File: config.mk
export PLATFORM = sky130hd
export DESIGN_NAME = tccw_fifo
export DESIGN_NICKNAME = d
export VERILOG_FILES = /design/src/design/tccw_pkg.sv /design/src/design/tccw_fifo.sv
export SDC_FILE = /design/constraint.sdc
export NUM_CORES = 1
export LEC_CHECK = 0
export ABC_CLOCK_PERIOD_IN_PS = 1980
export BUFFER_PORTS_ARGS = -buffer_cell sky130_fd_sc_hd__buf_4
export CAP_MARGIN = 30
export CORE_AREA = 2 2 39 41
export CTS_CLUSTER_DIAMETER = 120
export DETAILED_ROUTE_END_ITERATION = 8
export DIE_AREA = 0 0 41 43
export GPL_TIMING_DRIVEN = 1
export RECOVER_POWER = 50
export SLEW_MARGIN = 20
export SYNTH_ARGS = -nofsm -noshare
export SYNTH_HDL_FRONTEND = slang
export SYNTH_SLANG_ARGS = --single-unit
File: constraint.sdc
create_clock -name i_clk -period 1.98 [get_ports i_clk]
set_clock_uncertainty 0.1 [all_clocks]
set_input_delay 0.495 -clock i_clk [delete_from_list [all_inputs] [get_ports i_clk]]
set_output_delay 0.495 -clock i_clk [all_outputs]
set_load 0.02 [all_outputs]
File: src/design/tccw_pkg.sv
`default_nettype none

package tccw_pkg;

    // Grid geometry defaults
    localparam int COLUMNS_DEF = 80;
    localparam int ROWS_DEF    = 25;

    // Field widths fixed by the interface
    localparam int CHAR_W   = 8;
    localparam int ADDR_W   = 11;
    localparam int CELL_W   = 16;
    localparam int COLOR_W  = 4;
    localparam int CFG_IDX_W = 3;
    localparam int CFG_DAT_W = 4;

    // Depth of the command and result queues
    localparam int QUEUE_DEPTH = 2;

    // Cell written into a freshly scrolled-in row
    localparam logic [CELL_W-1:0] FILL_CELL = 16'h0F00;

    // Tab stops every eight columns
    localparam int TAB_STEP = 8;
    localparam int TAB_MASK = TAB_STEP - 1;

    // Control characters
    localparam logic [CHAR_W-1:0] CH_BS  = 8'd8;
    localparam logic [CHAR_W-1:0] CH_TAB = 8'd9;
    localparam logic [CHAR_W-1:0] CH_LF  = 8'd10;
    localparam logic [CHAR_W-1:0] CH_CR  = 8'd13;

    // Operation codes
    localparam logic OP_PUT  = 1'b0;
    localparam logic OP_READ = 1'b1;

    // Configuration register indexes
    localparam logic [CFG_IDX_W-1:0] CFG_FG_COLOR    = 3'd0;
    localparam logic [CFG_IDX_W-1:0] CFG_BG_COLOR    = 3'd1;
    localparam logic [CFG_IDX_W-1:0] CFG_REVERSE_BG  = 3'd2;
    localparam logic [CFG_IDX_W-1:0] CFG_MASKED_BG   = 3'd3;
    localparam logic [CFG_IDX_W-1:0] CFG_KEEP_CHAR   = 3'd4;
    localparam logic [CFG_IDX_W-1:0] CFG_SCROLL_DIS  = 3'd5;

    localparam logic [COLOR_W-1:0] FG_RESET = 4'd7;
    localparam logic [COLOR_W-1:0] BG_RESET = 4'd0;

    // Command class decided by the front end
    typedef enum logic [2:0] {
        K_READ,
        K_CHAR,
        K_BS,
        K_TAB,
        K_CR,
        K_LF
    } t_kind;

    typedef struct packed {
        t_kind              kind;
        logic [CHAR_W-1:0]  char_code;
        logic [ADDR_W-1:0]  read_address;
    } t_cmd;

    typedef struct packed {
        logic [COLOR_W-1:0] fg_color;
        logic [COLOR_W-1:0] bg_color;
        logic               reverse_background;
        logic               masked_background;
        logic               keep_character;
        logic               scroll_disabled;
    } t_cfg;

    typedef struct packed {
        logic [ADDR_W-1:0]  cursor_position;
        logic [CELL_W-1:0]  cell_value;
        logic               cell_written;
        logic               scrolled;
        logic               offscreen;
    } t_result;

    // Back-end sequencer states
    typedef enum logic [2:0] {
        ST_CLEAR,
        ST_IDLE,
        ST_READ,
        ST_WRITE,
        ST_SCROLL,
        ST_FILL
    } t_back_state;

endpackage

`default_nettype wire

File: src/design/tccw_fifo.sv
`default_nettype none

module tccw_fifo #(
    parameter int WIDTH = 1,
    parameter int DEPTH = tccw_pkg::QUEUE_DEPTH
) (
    input  wire logic             i_clk,
    input  wire logic             i_rst_n,
    input  wire logic             i_push,
    input  wire logic [WIDTH-1:0] i_data,
    output logic                  o_full,
    input  wire logic             i_pop,
    output logic [WIDTH-1:0]      o_data,
    output logic                  o_empty
);

    localparam int PW   = (DEPTH > 1) ? $clog2(DEPTH) : 1;
    localparam int CNTW = $clog2(DEPTH + 1);

    logic [WIDTH-1:0] r_data [DEPTH];
    logic [PW-1:0]    r_wr_ptr, n_wr_ptr;
    logic [PW-1:0]    r_rd_ptr, n_rd_ptr;
    logic [CNTW-1:0]  r_count, n_count;
    logic             do_push, do_pop;

    assign o_full  = (r_count == CNTW'(DEPTH));
    assign o_empty = (r_count == '0);
    assign do_push = i_push && !o_full;
    assign do_pop  = i_pop && !o_empty;
    assign o_data  = r_data[r_rd_ptr];

    // Pointer and occupancy update
    always_comb begin
        n_wr_ptr = r_wr_ptr;
        n_rd_ptr = r_rd_ptr;
        n_count  = r_count;
        if (do_push) begin
            n_wr_ptr = (r_wr_ptr == PW'(DEPTH - 1)) ? '0 : r_wr_ptr + PW'(1);
        end
        if (do_pop) begin
            n_rd_ptr = (r_rd_ptr == PW'(DEPTH - 1)) ? '0 : r_rd_ptr + PW'(1);
        end
        unique case ({do_push, do_pop})
            2'b10:   n_count = r_count + CNTW'(1);
            2'b01:   n_count = r_count - CNTW'(1);
            default: n_count = r_count;
        endcase
    end

    always_ff @(posedge i_clk) begin
        if (!i_rst_n) begin
            r_wr_ptr <= '0;
            r_rd_ptr <= '0;
            r_count  <= '0;
        end else begin
            r_wr_ptr <= n_wr_ptr;
            r_rd_ptr <= n_rd_ptr;
            r_count  <= n_count;
        end
    end

    // Storage, no reset
    always_ff @(posedge i_clk) begin
        if (do_push) begin
            r_data[r_wr_ptr] <= i_data;
        end
    end

endmodule

`default_nettype wire

* Word-level counts from Yosys, hierarchy flattened
Memories as Yosys holds them, arrays and structs flattened. A register that Yosys moved wholly into a read port is not among the register bits. Index checks and enable logic that the tools add are counted.
Cells by class: reduce and logical (&&, ||, !) cells 6, mux-type cells 7, equal/unequal tests 3, add/sub/neg operators 4
Operator list (number):
- 1-bit 2-to-1 mux | 6
- 2-bit equality test, second input constant | 2
- 2-bit case mux with 2 select lines | 1
- 1-bit adder, second input constant | 2
- 2-bit by 1-bit adder with 2-bit output, second input constant | 1
- 2-bit by 1-bit equality test with 1-bit output, second input constant | 1
- 1-bit logical AND | 2
- 1-bit zero test | 2
- 2-bit zero test | 1
- 2-bit nonzero test | 1
- 2-bit by 1-bit subtractor with 2-bit output, second input constant | 1
Word-level totals: word-level logic and storage cells 24, output and inout port bits 3, memories kept 1, input port bits 5, register bits after elaboration 4, RAM bits 2
Memories:
- r_data | words 2, width 1, read ports 1, clocked after memory_dff 1, wr ports 1, RTL line tccw_fifo.sv:20 | logic [WIDTH-1:0] r_data [DEPTH];

* Logic depth before layout (Yosys ltp)
depth after elaboration 5, gate-level depth with buffers 6, gate-level depth less buffers 6

* Worst setup path after synthesis
No wires, ideal clock.
path kind input to register, start input i_pop, end register r_count[1], data required time 1810 ps, setup time 70 ps, path slack 446 ps, cell stages on the path 4, arrival time 1364 ps, buffers on the path 0, cell sequence o21a_1 -> ha_1 -> or3_1 -> a21boi_1
On the way: cells in the longest elaborated chain, start to end 3, elaborated cells between the ends (all ways) 5, classes of those cells eq/ne (2); mux (1); reduce/logical (2)
Ends and longest elaborated chain:
- start, declared | RTL line tccw_fifo.sv:12 | input wire logic i_pop,
- 1-bit logical AND (*) | RTL line tccw_fifo.sv:29 | assign do_pop = i_pop && !o_empty;
- 2-bit by 1-bit equality test with 1-bit output or 2-bit equality test (tied branches) | RTL line tccw_fifo.sv:43 | unique case ({do_push, do_pop})
- 2-bit case mux with 2 select lines or 2-bit nonzero test (tied branches)
- end signal, assigned | RTL line tccw_fifo.sv:58 | r_count <= n_count;
- end, declared | RTL line tccw_fifo.sv:23 | logic [CNTW-1:0] r_count, n_count;
Every way passes the cells marked *; elsewhere a longest branch is shown, timed or not. A chain may end at the register's enable or synchronous reset.

* Worst setup path after layout
start register r_count[0], end register r_count[1]
On the way: cells in the longest elaborated chain, start to end 5, elaborated cells between the ends (all ways) 12, classes of those cells add/sub (2); eq/ne (3); mux (1); reduce/logical (6)
Ends and longest elaborated chain (RTL line):
- 2-bit equality test or 2-bit zero test (tied branches) | tccw_fifo.sv:26, tccw_fifo.sv:27
- 1-bit zero test, on equally long branches | tccw_fifo.sv:28, tccw_fifo.sv:29
- 1-bit logical AND, on equally long branches | tccw_fifo.sv:28, tccw_fifo.sv:29
- 2-bit by 1-bit equality test with 1-bit output or 2-bit equality test (tied branches) | tccw_fifo.sv:43
- 2-bit case mux with 2 select lines or 2-bit nonzero test (tied branches)
Several ways; a longest one is shown, not always the timed one.

==> results by stage <==
Final layout:
- The ratio of cells with drive above 1 in the final layout is 0.325.
- The final layout contains 47 nets.
- The area overhead of the layout relative to synthesis is 32.1%.
- The number of antenna repair diodes is 0.
- The post-layout instance count excluding filler cells is 56.
- The layout has 143 filler cells.

Yosys:
- Yosys mapped the design onto 17 distinct sky130hd cell types.
- The number of flip-flops and latches in the synthesized netlist is 7.
- The post-synthesis instance area is 308 um2.
- The proportion of synthesized chip area in sequential cells is 0.520.
- A synthesized cell averages 10.6 um2.
- Counting every instance in the synthesized netlist gives 29.
- The number of warnings issued by yosys is 0.
- The post-synth net total is 35.

Critical path:
- For the worst setup path, the data required time is 2.06 ns.
- The critical path capture point is r_count[1].
- On the worst path, the slowest cell contributes a delay of 0.42 ns.
- STA classifies the critical path startpoint as a register.
- STA classifies the critical path endpoint as a register.
- The peak fanout along the critical path is 5.
- The worst setup slack for register-to-register paths is 0.33 ns.
- The signal on the critical path passes through nand2b_2, nand2_1, ha_1, or3_1, a21boi_1.
- The startpoint of the lowest-slack register-to-register path is r_count[0].
- The worst endpoint data arrival time is 1.73 ns.
- The critical path in this run is classified as reg -> reg.
- The buffers plus inverters on the worst setup path is 0.
- The cell depth of the worst flop-to-flop path is 5.
- The family with the most delay on the worst path is simple AND/OR/NAND/NOR gates.
- The endpoint identified for the worst register-to-register timing path is r_count[1].
- The launch point of the critical path is r_count[0].
- The cell with the largest stage delay on the worst path is dfxtp_1.
- In this run the number of cells on the critical path is 5.

Place:
- The port buffer count is 7.
- The final weighted congestion of routability-driven global placement is 0.618.
- The number of cells after detailed placement is 52.
- After legalization and detailed placement, the total HPWL measured 368 um.

Floorplan:
- The die covers 1760 um2.
- The vertical die dimension is 43 um.
- The area of the placeable core is 1380 um2.
- The floorplan row count is 14.
- The starting utilization of the core area is 0.222.
- The width of the die is 41 um.
- The I/O pin total is 8.

Outcome:
- The flow ran to the end, and the final reports show no timing, DRC or antenna violations.

Global routing:
- The first-pass GRT wire length is 807 um.
- The largest net degree at the start of global routing is 6.
- For this run the aggregate overflow at the end of global routing stands at 0.
- The overall global routing resource usage is 0.0785.
- The number of global-route vias before repair is 212.
- The number of antenna violations at the first check in global routing is 0.

Pwr:
- VDD sags by at most 0.651 mV.
- Summed over all cells, the static leakage comes to 0.176 nW.
- The ratio of total power to cell area is 1510 nW/um2.

CTS:
- CTS built an H-tree with a depth of 1.
- The TritonCTS clock tree is yes.
- The number of setup buffers added after CTS is 0.
- Post-CTS repair changed the size of 0 cells.
- The clock reaches the later pin of the worst-skew pair after 0.24 ns.
- The TritonCTS buffer count is 3.
- In this run the deepest clock path goes through 2 buffers.
- The clock sink count is 7.
- The clock-pin slew on the worst setup and hold paths is 0.05 ns.
- For this design, the CTS-stage hold fixing added 0 buffers.
- The library cell used as clock root buffer is clkbuf_4.

STA:
- The final critical-path required period is 1.65 ns.
- The total count of hold-check failures in the final report is 0.
- Measured against its own limit, the worst slew margin works out to 0.865.
- The final cycle utilization of the critical path is 0.834.
- Static timing analysis puts the maximum clock frequency at 606 MHz.
- The slew of the pin with the lowest slew margin is 0.202 ns.
- The number of max-slew violations in the final report is 0.
- The aggregate negative setup slack is 0 ns.
- Setup violations remaining at the end of the flow were counted as 0.
- Setup repair after global routing left no endpoint under its margin.

Detailed routing:
- The count of nets left with antenna violations once routing finished came out at 0.
- The average wire per cell in the routed design is 8.50 um.
- The sum of routed wire length over all layers is 476 um.
- The via count of the routed design is 216.
- The final routed DRC violation total is 0.
- The per-cell via count in the routed design is 3.86.
- The number of violations reported at the end of detailed-routing iteration 0 is 0.
- For this run, the detailed router's first-pass iteration total came to 1.

Hold path:
- The hold-critical path depth is 1.
- In this run the worst hold path is classified as in -> reg.

Flow run:
- The max-capacitance violation count is 0.
## Yosys cell counts
library cell,instances,area share
nor2_1,1,0.012
edfxtp_1,2,0.20
or3_1,2,0.041
and3_1,1,0.020
ha_1,1,0.041
a21boi_1,2,0.049
and2_1,1,0.020
nand2b_2,1,0.028
o21ai_0,2,0.033
inv_1,2,0.024
o21a_1,1,0.024
dfxtp_1,5,0.33
nor2b_1,2,0.041
nand2_1,1,0.012
inv_2,1,0.012
mux2_2,1,0.037
xnor2_1,3,0.085
## through the flow
step | hold slack, ns | utilization | worst slack, ns | power, mW | area [um2]
2_1_floorplan | 0.357 | - | 0.446 | 0.418 | 308
3_3_place_gp | 0.374 | 0.275 | 0.293 | 0.494 | 380
3_5_place_dp | 0.388 | 0.275 | 0.275 | 0.495 | 380
4_1_cts | 0.322 | 0.294 | 0.311 | 0.629 | 407
5_1_grt | 0.339 | 0.294 | 0.206 | 0.672 | 407
6_report | 0.359 | 0.294 | 0.329 | 0.614 | 407
## metal layers
layer  global-route usage  wire length [um]  vias to the layer above
met5                    0                 0                        -
met4                0.120                 0                        0
met3               0.0314                38                        0
met2               0.0813               207                        8
met1               0.0909               231                       91
li1                     -                 -                      117
## cell usage in the layout (no fill, tap or decap)
master	instances
o21a_1	1
and3_1	1
or3_1	2
o21ai_0	2
inv_1	2
nor2_1	1
nand2b_2	1
inv_2	1
clkbuf_1	1
a21boi_0	1
a21boi_1	1
edfxtp_1	2
and2_1	1
clkbuf_4	4
buf_4	6
nand2_1	1
dfxtp_1	5
mux2_2	1
ha_1	1
nor2b_1	2
xnor2_1	3
## worst min-delay path by stage
stage	startpoint	endpoint	slack [ns]
5_1_grt	i_data	r_data[0]	0.34
3_5_place_dp	r_wr_ptr	r_wr_ptr	0.39
4_1_cts	i_data	r_data[1]	0.32
2_1_floorplan	r_wr_ptr	r_wr_ptr	0.36
6_report	i_data	r_data[1]	0.36
3_3_place_gp	r_wr_ptr	r_wr_ptr	0.37
## power by group
group	internal [mW]	leakage, nW	switching [mW]
registers	0.195	0.0600	0.0392
clock network	0.0766	0.0150	0.0472
logic	0.136	0.101	0.120
total	0.408	0.176	0.206
## final cells by class
type                       instances  area [um2]  share of cell area
tap                               16        20.0              0.0492
sequential                         7         160               0.394
clock buffer                       4        26.3              0.0646
multi-input combinational         19         136               0.335
inverter                           3        11.3              0.0277
timing repair buffer               7        52.6               0.129
## cells by family after synthesis
logic type / after synthesis / share of synthesized area
buf+inv: 3 / 0.0366
flops: 7 / 0.520
compound gates: 5 / 0.106
fa+ha+maj: 1 / 0.0406
xor+xnor: 3 / 0.0854
mux: 1 / 0.0366
simple gates: 9 / 0.175
Power figures use the tool's default switching activity.
