**src/design/tccw_pkg.sv**
```systemverilog
`default_nettype none

package tccw_pkg;

    // Grid geometry defaults
    localparam int COLUMNS_DEF = 80;
    localparam int ROWS_DEF    = 25;

    // Field widths fixed by the interface
    localparam int CHAR_W   = 8;
    localparam int ADDR_W   = 11;
    localparam int CELL_W   = 16;
    localparam int COLOR_W  = 4;
    localparam int CFG_IDX_W = 3;
    localparam int CFG_DAT_W = 4;

    // Depth of the command and result queues
    localparam int QUEUE_DEPTH = 2;

    // Cell written into a freshly scrolled-in row
    localparam logic [CELL_W-1:0] FILL_CELL = 16'h0F00;

    // Tab stops every eight columns
    localparam int TAB_STEP = 8;
    localparam int TAB_MASK = TAB_STEP - 1;

    // Control characters
    localparam logic [CHAR_W-1:0] CH_BS  = 8'd8;
    localparam logic [CHAR_W-1:0] CH_TAB = 8'd9;
    localparam logic [CHAR_W-1:0] CH_LF  = 8'd10;
    localparam logic [CHAR_W-1:0] CH_CR  = 8'd13;

    // Operation codes
    localparam logic OP_PUT  = 1'b0;
    localparam logic OP_READ = 1'b1;

    // Configuration register indexes
    localparam logic [CFG_IDX_W-1:0] CFG_FG_COLOR    = 3'd0;
    localparam logic [CFG_IDX_W-1:0] CFG_BG_COLOR    = 3'd1;
    localparam logic [CFG_IDX_W-1:0] CFG_REVERSE_BG  = 3'd2;
    localparam logic [CFG_IDX_W-1:0] CFG_MASKED_BG   = 3'd3;
    localparam logic [CFG_IDX_W-1:0] CFG_KEEP_CHAR   = 3'd4;
    localparam logic [CFG_IDX_W-1:0] CFG_SCROLL_DIS  = 3'd5;

    localparam logic [COLOR_W-1:0] FG_RESET = 4'd7;
    localparam logic [COLOR_W-1:0] BG_RESET = 4'd0;

    // Command class decided by the front end
    typedef enum logic [2:0] {
        K_READ,
        K_CHAR,
        K_BS,
        K_TAB,
        K_CR,
        K_LF
    } t_kind;

    typedef struct packed {
        t_kind              kind;
        logic [CHAR_W-1:0]  char_code;
        logic [ADDR_W-1:0]  read_address;
    } t_cmd;

    typedef struct packed {
        logic [COLOR_W-1:0] fg_color;
        logic [COLOR_W-1:0] bg_color;
        logic               reverse_background;
        logic               masked_background;
        logic               keep_character;
        logic               scroll_disabled;
    } t_cfg;

    typedef struct packed {
        logic [ADDR_W-1:0]  cursor_position;
        logic [CELL_W-1:0]  cell_value;
        logic               cell_written;
        logic               scrolled;
        logic               offscreen;
    } t_result;

    // Back-end sequencer states
    typedef enum logic [2:0] {
        ST_CLEAR,
        ST_IDLE,
        ST_READ,
        ST_WRITE,
        ST_SCROLL,
        ST_FILL
    } t_back_state;

endpackage

`default_nettype wire

```
**src/design/tccw_fifo.sv**
```systemverilog
`default_nettype none

module tccw_fifo #(
    parameter int WIDTH = 1,
    parameter int DEPTH = tccw_pkg::QUEUE_DEPTH
) (
    input  wire logic             i_clk,
    input  wire logic             i_rst_n,
    input  wire logic             i_push,
    input  wire logic [WIDTH-1:0] i_data,
    output logic                  o_full,
    input  wire logic             i_pop,
    output logic [WIDTH-1:0]      o_data,
    output logic                  o_empty
);

    localparam int PW   = (DEPTH > 1) ? $clog2(DEPTH) : 1;
    localparam int CNTW = $clog2(DEPTH + 1);

    logic [WIDTH-1:0] r_data [DEPTH];
    logic [PW-1:0]    r_wr_ptr, n_wr_ptr;
    logic [PW-1:0]    r_rd_ptr, n_rd_ptr;
    logic [CNTW-1:0]  r_count, n_count;
    logic             do_push, do_pop;

    assign o_full  = (r_count == CNTW'(DEPTH));
    assign o_empty = (r_count == '0);
    assign do_push = i_push && !o_full;
    assign do_pop  = i_pop && !o_empty;
    assign o_data  = r_data[r_rd_ptr];

    // Pointer and occupancy update
    always_comb begin
        n_wr_ptr = r_wr_ptr;
        n_rd_ptr = r_rd_ptr;
        n_count  = r_count;
        if (do_push) begin
            n_wr_ptr = (r_wr_ptr == PW'(DEPTH - 1)) ? '0 : r_wr_ptr + PW'(1);
        end
        if (do_pop) begin
            n_rd_ptr = (r_rd_ptr == PW'(DEPTH - 1)) ? '0 : r_rd_ptr + PW'(1);
        end
        unique case ({do_push, do_pop})
            2'b10:   n_count = r_count + CNTW'(1);
            2'b01:   n_count = r_count - CNTW'(1);
            default: n_count = r_count;
        endcase
    end

    always_ff @(posedge i_clk) begin
        if (!i_rst_n) begin
            r_wr_ptr <= '0;
            r_rd_ptr <= '0;
            r_count  <= '0;
        end else begin
            r_wr_ptr <= n_wr_ptr;
            r_rd_ptr <= n_rd_ptr;
            r_count  <= n_count;
        end
    end

    // Storage, no reset
    always_ff @(posedge i_clk) begin
        if (do_push) begin
            r_data[r_wr_ptr] <= i_data;
        end
    end

endmodule

`default_nettype wire

```
**src/design/tccw_front.sv**
```systemverilog
`default_nettype none

module tccw_front (
    input  wire logic                            i_clk,
    input  wire logic                            i_rst_n,
    input  wire logic                            i_push,
    input  wire logic                            i_hold,
    input  wire logic                            i_op,
    input  wire logic [tccw_pkg::CHAR_W-1:0]     i_char_code,
    input  wire logic [tccw_pkg::ADDR_W-1:0]     i_read_address,
    output logic                                 o_full,
    output tccw_pkg::t_cmd                       o_cmd,
    output logic                                 o_cmd_valid,
    input  wire logic                            i_cmd_pop
);

    localparam int CMD_W = $bits(tccw_pkg::t_cmd);

    tccw_pkg::t_cmd   cmd_in;
    logic             q_full, q_empty;
    logic [CMD_W-1:0] q_data;

    // Classify the incoming byte
    always_comb begin
        cmd_in.char_code    = i_char_code;
        cmd_in.read_address = i_read_address;
        if (i_op == tccw_pkg::OP_READ) begin
            cmd_in.kind = tccw_pkg::K_READ;
        end else begin
            unique case (i_char_code)
                tccw_pkg::CH_BS:  cmd_in.kind = tccw_pkg::K_BS;
                tccw_pkg::CH_TAB: cmd_in.kind = tccw_pkg::K_TAB;
                tccw_pkg::CH_CR:  cmd_in.kind = tccw_pkg::K_CR;
                tccw_pkg::CH_LF:  cmd_in.kind = tccw_pkg::K_LF;
                default:          cmd_in.kind = tccw_pkg::K_CHAR;
            endcase
        end
    end

    // Input refused while the queue is full or the grid is being cleared
    assign o_full = q_full || i_hold;

    tccw_fifo #(
        .WIDTH (CMD_W),
        .DEPTH (tccw_pkg::QUEUE_DEPTH)
    ) u_cmd_q (
        .i_clk   (i_clk),
        .i_rst_n (i_rst_n),
        .i_push  (i_push && !o_full),
        .i_data  (cmd_in),
        .o_full  (q_full),
        .i_pop   (i_cmd_pop),
        .o_data  (q_data),
        .o_empty (q_empty)
    );

    assign o_cmd       = tccw_pkg::t_cmd'(q_data);
    assign o_cmd_valid = !q_empty;

endmodule

`default_nettype wire

```
**config.mk**
```make
export PLATFORM = sky130hd
export DESIGN_NAME = tccw_front
export DESIGN_NICKNAME = d
export VERILOG_FILES = /design/src/design/tccw_pkg.sv /design/src/design/tccw_fifo.sv /design/src/design/tccw_front.sv
export SDC_FILE = /design/constraint.sdc
export NUM_CORES = 1
export LEC_CHECK = 0
export ABC_CLOCK_PERIOD_IN_PS = 3900
export BUFFER_PORTS_ARGS = -buffer_cell sky130_fd_sc_hd__buf_2
export CAP_MARGIN = 25
export CORE_ASPECT_RATIO = 0.8
export CORE_UTILIZATION = 55
export CTS_BUF_LIST = sky130_fd_sc_hd__clkbuf_4
export DETAILED_ROUTE_END_ITERATION = 10
export PLACE_DENSITY = 0.8
export SYNTH_ARGS = -nofsm -noshare
export SYNTH_HDL_FRONTEND = slang
export SYNTH_SLANG_ARGS = --single-unit
```
**constraint.sdc**
```tcl
create_clock -name i_clk -period 3.9 [get_ports i_clk]
set_clock_uncertainty 0.2 [all_clocks]
set_input_delay 0.78 -clock i_clk [delete_from_list [all_inputs] [get_ports i_clk]]
set_output_delay 0.78 -clock i_clk [all_outputs]
set_load 0.02 [all_outputs]
```
Word-level counts from Yosys, hierarchy flattened

Memory sizes are Yosys's and may differ from the RTL's. A register that Yosys moved wholly into a read port is not among the register bits.
Index checks and enable logic that the tools add are counted.

Div/mod/pow operators: 0
Shifts and indexed selects: 0
Reductions and logical operators: 9
Muxes and demuxes: 9
$add $sub $neg: 4
Magnitude comparators: 0
Multipliers: 0
Bitwise logic cells: 0
Equality and inequality tests: 7

Operators with widths:

| cell                                                                   | number |
|---|---|
| 8-bit by 4-bit equality test with 1-bit output (second input constant) | 4 |
| 3-bit case mux with 4 select lines                                     | 1 |
| 1-bit two-way mux                                                      | 6 |
| 2-bit equality test (second input constant)                            | 2 |
| 2-bit case mux with 2 select lines                                     | 1 |
| 1-bit logical AND                                                      | 3 |
| 1-bit logical NOT                                                      | 3 |
| 3-bit two-way mux                                                      | 1 |
| 1-bit adder (second input constant)                                    | 2 |
| 2-bit by 1-bit adder with 2-bit output (second input constant)         | 1 |
| 2-bit by 1-bit equality test with 1-bit output (second input constant) | 1 |
| 2-bit logical NOT                                                      | 1 |
| 2-bit nonzero test                                                     | 1 |
| 2-bit by 1-bit subtractor with 2-bit output (second input constant)    | 1 |
| 1-bit logical OR                                                       | 1 |

Bits in latches: 0
Memories kept: 1
Bits in read-only memories: 0
Flip-flop bits (word level): 4
Word-level logic and storage cells: 33
Bits in writable memories: 44

Memories:

| name           | depth | bits a word | read ports | clocked after memory_dff | write ports | line            | RTL |
|---|---|---|---|---|---|---|---|
| u_cmd_q.r_data | 2     | 22          | 1          | 1                        | 1           | tccw_fifo.sv:20 | `logic [WIDTH-1:0] r_data [DEPTH];` |

Logic depth before layout (Yosys ltp)

Depth in word-level cells: 7
Gate-level depth with buffers: 6
Depth with buffers taken out: 6

Cells and area by module

Synthesis repeated with hierarchy kept, for this count alone.

Cell total of the unflattened synthesis: 108
Area total of the unflattened synthesis: 1921.8 um2

By module, submodules not included:

| module     | sequential area each (um2) | instances | area an instance (um2) | cells an instance |
|---|---|---|---|---|
| tccw_fifo  | 1421.4                     | 1         | 1815.5                 | 94 |
| tccw_front | 0.0                        | 1         | 106.4                  | 14 |

Least setup slack after synthesis

OpenSTA, ideal clock, no wires.

Kind: input -> register
Start point: in i_hold
End point: mem u_cmd_q.r_data[0][0] (netlist name), enable pin
Stages: 2
Path slack: 1330 ps
Arrival: 1969 ps
Setup time: 401 ps
Required time: 3299 ps
Cell sequence: nand3b_1 -> nor2_1

Longest elaborated chain between the ends: 6

RTL lines:

| element                                 | line             | RTL |
|---|---|---|
| start, declared                         | tccw_front.sv:7  | `input wire logic i_hold,` |
| 1-bit logical OR                        | tccw_front.sv:41 | `assign o_full = q_full \|\| i_hold;` |
| 1-bit logical NOT                       | tccw_front.sv:49 | `.i_push (i_push && !o_full),` |
| 1-bit logical AND                       | tccw_front.sv:49 |  |
| 1-bit logical AND                       | tccw_fifo.sv:28  | `assign do_push = i_push && !o_full;` |
| 1-bit two-way mux                       | tccw_fifo.sv:64  | `if (do_push) begin` |
| 1-bit two-way mux (not written as such) | tccw_fifo.sv:65  | `r_data[r_wr_ptr] <= i_data;` |
| end, declared                           | tccw_fifo.sv:20  |  |

Every way passes these cells.

==> results.cfg <==
[status]
status = complete, no violations

[worst_hold_path]
min_path_type = flip-flop to flip-flop
min_from = u_cmd_q.r_wr_ptr

[timing]
whs_ps = 304
fin_tns_setup_ps = 0
final.min_clock_period_ps = 2880
hold_viol = 0
relSlewSlack_pct = 37.5
slew_violations = 0
worstMarginPinSlew_ps = 936
post-route-period-util_pct = 73.8
fmaxAchievable_ghz = 0.347
setup_violations = 0
rsz0062_at_grt = no

[clocking]
cts_tree = built
cts.path.max_buffers = 2
cts_hold_buf = 0
cts_buffers = 5
cts.clk_slew.worst_paths_ps = 130
clk_latency_ps = 350
h-tree-depth = 2
cts_root_buf = clkbuf_4
cts.repair.resized = 0
clkSinkCount = 49
cts_setup_buffers = 0

[drt]
drc = 0
drtIter0Drc = 23
wl_per_cell_um = 14.0
routed-via-count = 1029
dr_wl_met3_um = 161
wl_met1_um = 1190
wl_um = 2800
top_layer = met4
first_pass_iters = 4
via_per_inst = 5.15
drtAntennaViolNets = 0
route.met2.wl_um = 1370

[worst_setup_path]
critPathMaxStageDelay_ps = 960
rrSetupSlack_ps = 1800
critPathSlowestCell = dfxtp_1
cp.arrival_ps = 1900
cp-end-kind = output pin
reg2reg_from = u_cmd_q.r_count[0]
crit_required_ps = 2920
path_class = flip-flop to output pin
critPathLaunchType = flip-flop
crit_path_cell_trace = mux2_2 > buf_2
worstPathMaxFanout = 22

[floorplanning]
io_pins = 49
core-area_um2 = 3180
die_area_um2 = 3670
die_w_um = 67.5
die_h_um = 54.4
start_util_pct = 59.4
rows = 18

[placed_design]
io_buffers = 48
dp_hpwl_um = 2010
globalplace.congestion = 0.771
dpl.cell_count = 192
placed_cell_area_um2 = 2190

[synth]
ys_ff_latch = 49
synth_top_family_by_area = multiplexers
synth_compound_area_share_pct = 1.92
yosys.area.top_type = edfxtp_1
synth_nets = 130
synth_warnings = 0
synthMuxAreaShare_pct = 13.7
synth_xor_area_share_pct = 1.86
syn_area_um2 = 1890
yosys.cell_count.top_type = edfxtp_1
synth.distinct_cells = 24
seq_area_frac_synth_pct = 75.4
synth_area_leaders = edfxtp_1 (70%), mux2_2 (13%), dfxtp_1 (5.3%), xnor2_1 (1.4%), nand2b_1 (1.0%)
synth_edf_count = 44
synthArstFlopShare_pct = 0
synthAdderAreaFrac_pct = 0.664
synth_flop_cell = edfxtp_1
syn_inst = 104
synthSimpleGateAreaFrac_pct = 5.57
synth_top_area_share_pct = 70.1
synth_area_per_cell_um2 = 18.1
synth_common_cells = edfxtp_1 (44), mux2_2 (22), dfxtp_1 (5)

[final_layout]
stdcell_area_um2 = 2250
post_route_cells_drive_above_1_share_pct = 52.5
layout.cells.non_filler = 200
multi_input_area_um2 = 452
fin_nets = 185
diodes = 0
post-route-util_pct = 70.7
area_delta_synth_final_pct = 19.1
regArea_um2 = 1420
fillers = 231

[global_routing]
grt_usage_pct = 17.2
antenna_found_initial = 0
grt_pass1_wl_um = 4210
overflow = 0
grt_max_degree = 23
grt_pass1_vias = 964

[power]
peakVddDrop_mv = 0.396
power.density_nw_per_um2 = 554
p_leak_nw = 0.828

[flow_run]
cap_violations = 0
-- path summary, 6_finish.rpt --
kind	end	cells after the start
setup reg to reg	u_cmd_q.r_data[0][10]	4
hold reg to reg	u_cmd_q.r_wr_ptr	2
setup / recovery	o_cmd[15]	2
hold / removal	u_cmd_q.r_wr_ptr	2
-- placed cells by master, fill, tap and decap left out --
cell and instances:
and2_1 1, nor2_2 2, or2_2 1, nor2b_1 2, xnor2_1 3, a211oi_1 1
nand3b_1 2, inv_1 2, edfxtp_1 44, o21a_1 1, o21ai_0 1, o31a_1 1
or4_4 1, buf_2 48, dfxtp_1 5, a21boi_0 1, nand2b_1 3, nor4_1 1
buf_4 2, ha_1 1, or3_1 1, mux2_2 22, mux2i_1 1, nand2_1 3
nor2_1 1, clkinvlp_4 2, clkbuf_4 6, xor2_1 1
-- worst max-delay path, delay by kind of cell (launching register included) --
family   cells  cell delay [ps]
buf+inv      1              160
flops        1              960
mux          1              420
-- per-stage QoR --
step	worst slack (ps)	total power, mW
2_1_floorplan	1330	0.928
3_3_place_gp	1390	1.03
3_5_place_dp	1380	1.04
4_1_cts	952	1.26
5_1_grt	878	1.31
6_report	1020	1.24
-- cell type report --
| class | instances | area share [%] |
|---|---|---|
| Tap cell | 40 | 2.23 |
| Inverter | 2 | 0.334 |
| Clock inverter | 2 | 0.669 |
| Clock buffer | 6 | 2.01 |
| Multi-Input combinational cell | 51 | 20.1 |
| Sequential cell | 49 | 63.3 |
| Timing Repair Buffer | 50 | 11.4 |
-- flip-flops by register name, summed over array words and instances, names as in the netlist, named ones only --
register and count:
u_cmd_q.r_wr_ptr 1, u_cmd_q.r_count 2, u_cmd_q.r_rd_ptr 1, u_cmd_q.r_data 44
-- cell families after synthesis --
family / Yosys count
buffers and inverters: 4
muxes: 23
xor gates and xnor gates: 4
and+or+nand+nor: 18
AOI/OAI and AO/OA: 5
DFF: 49
adders and majority gates: 1
-- metal layers --
layer  track usage (%)  up-vias
li1                  -      505
met1              18.5      487
met2              28.5       28
met3              7.71        9
met4              9.57        0
met5                 0        -
-- where the power goes --
| group | switching, mW | total [mW] | internal (mW) |
|---|---|---|---|
| registers | 0.0516 | 0.674 | 0.622 |
| clock network | 0.147 | 0.225 | 0.0775 |
| logic | 0.179 | 0.345 | 0.166 |
| total | 0.378 | 1.24 | 0.866 |
Power figures use the tool's default switching activity.
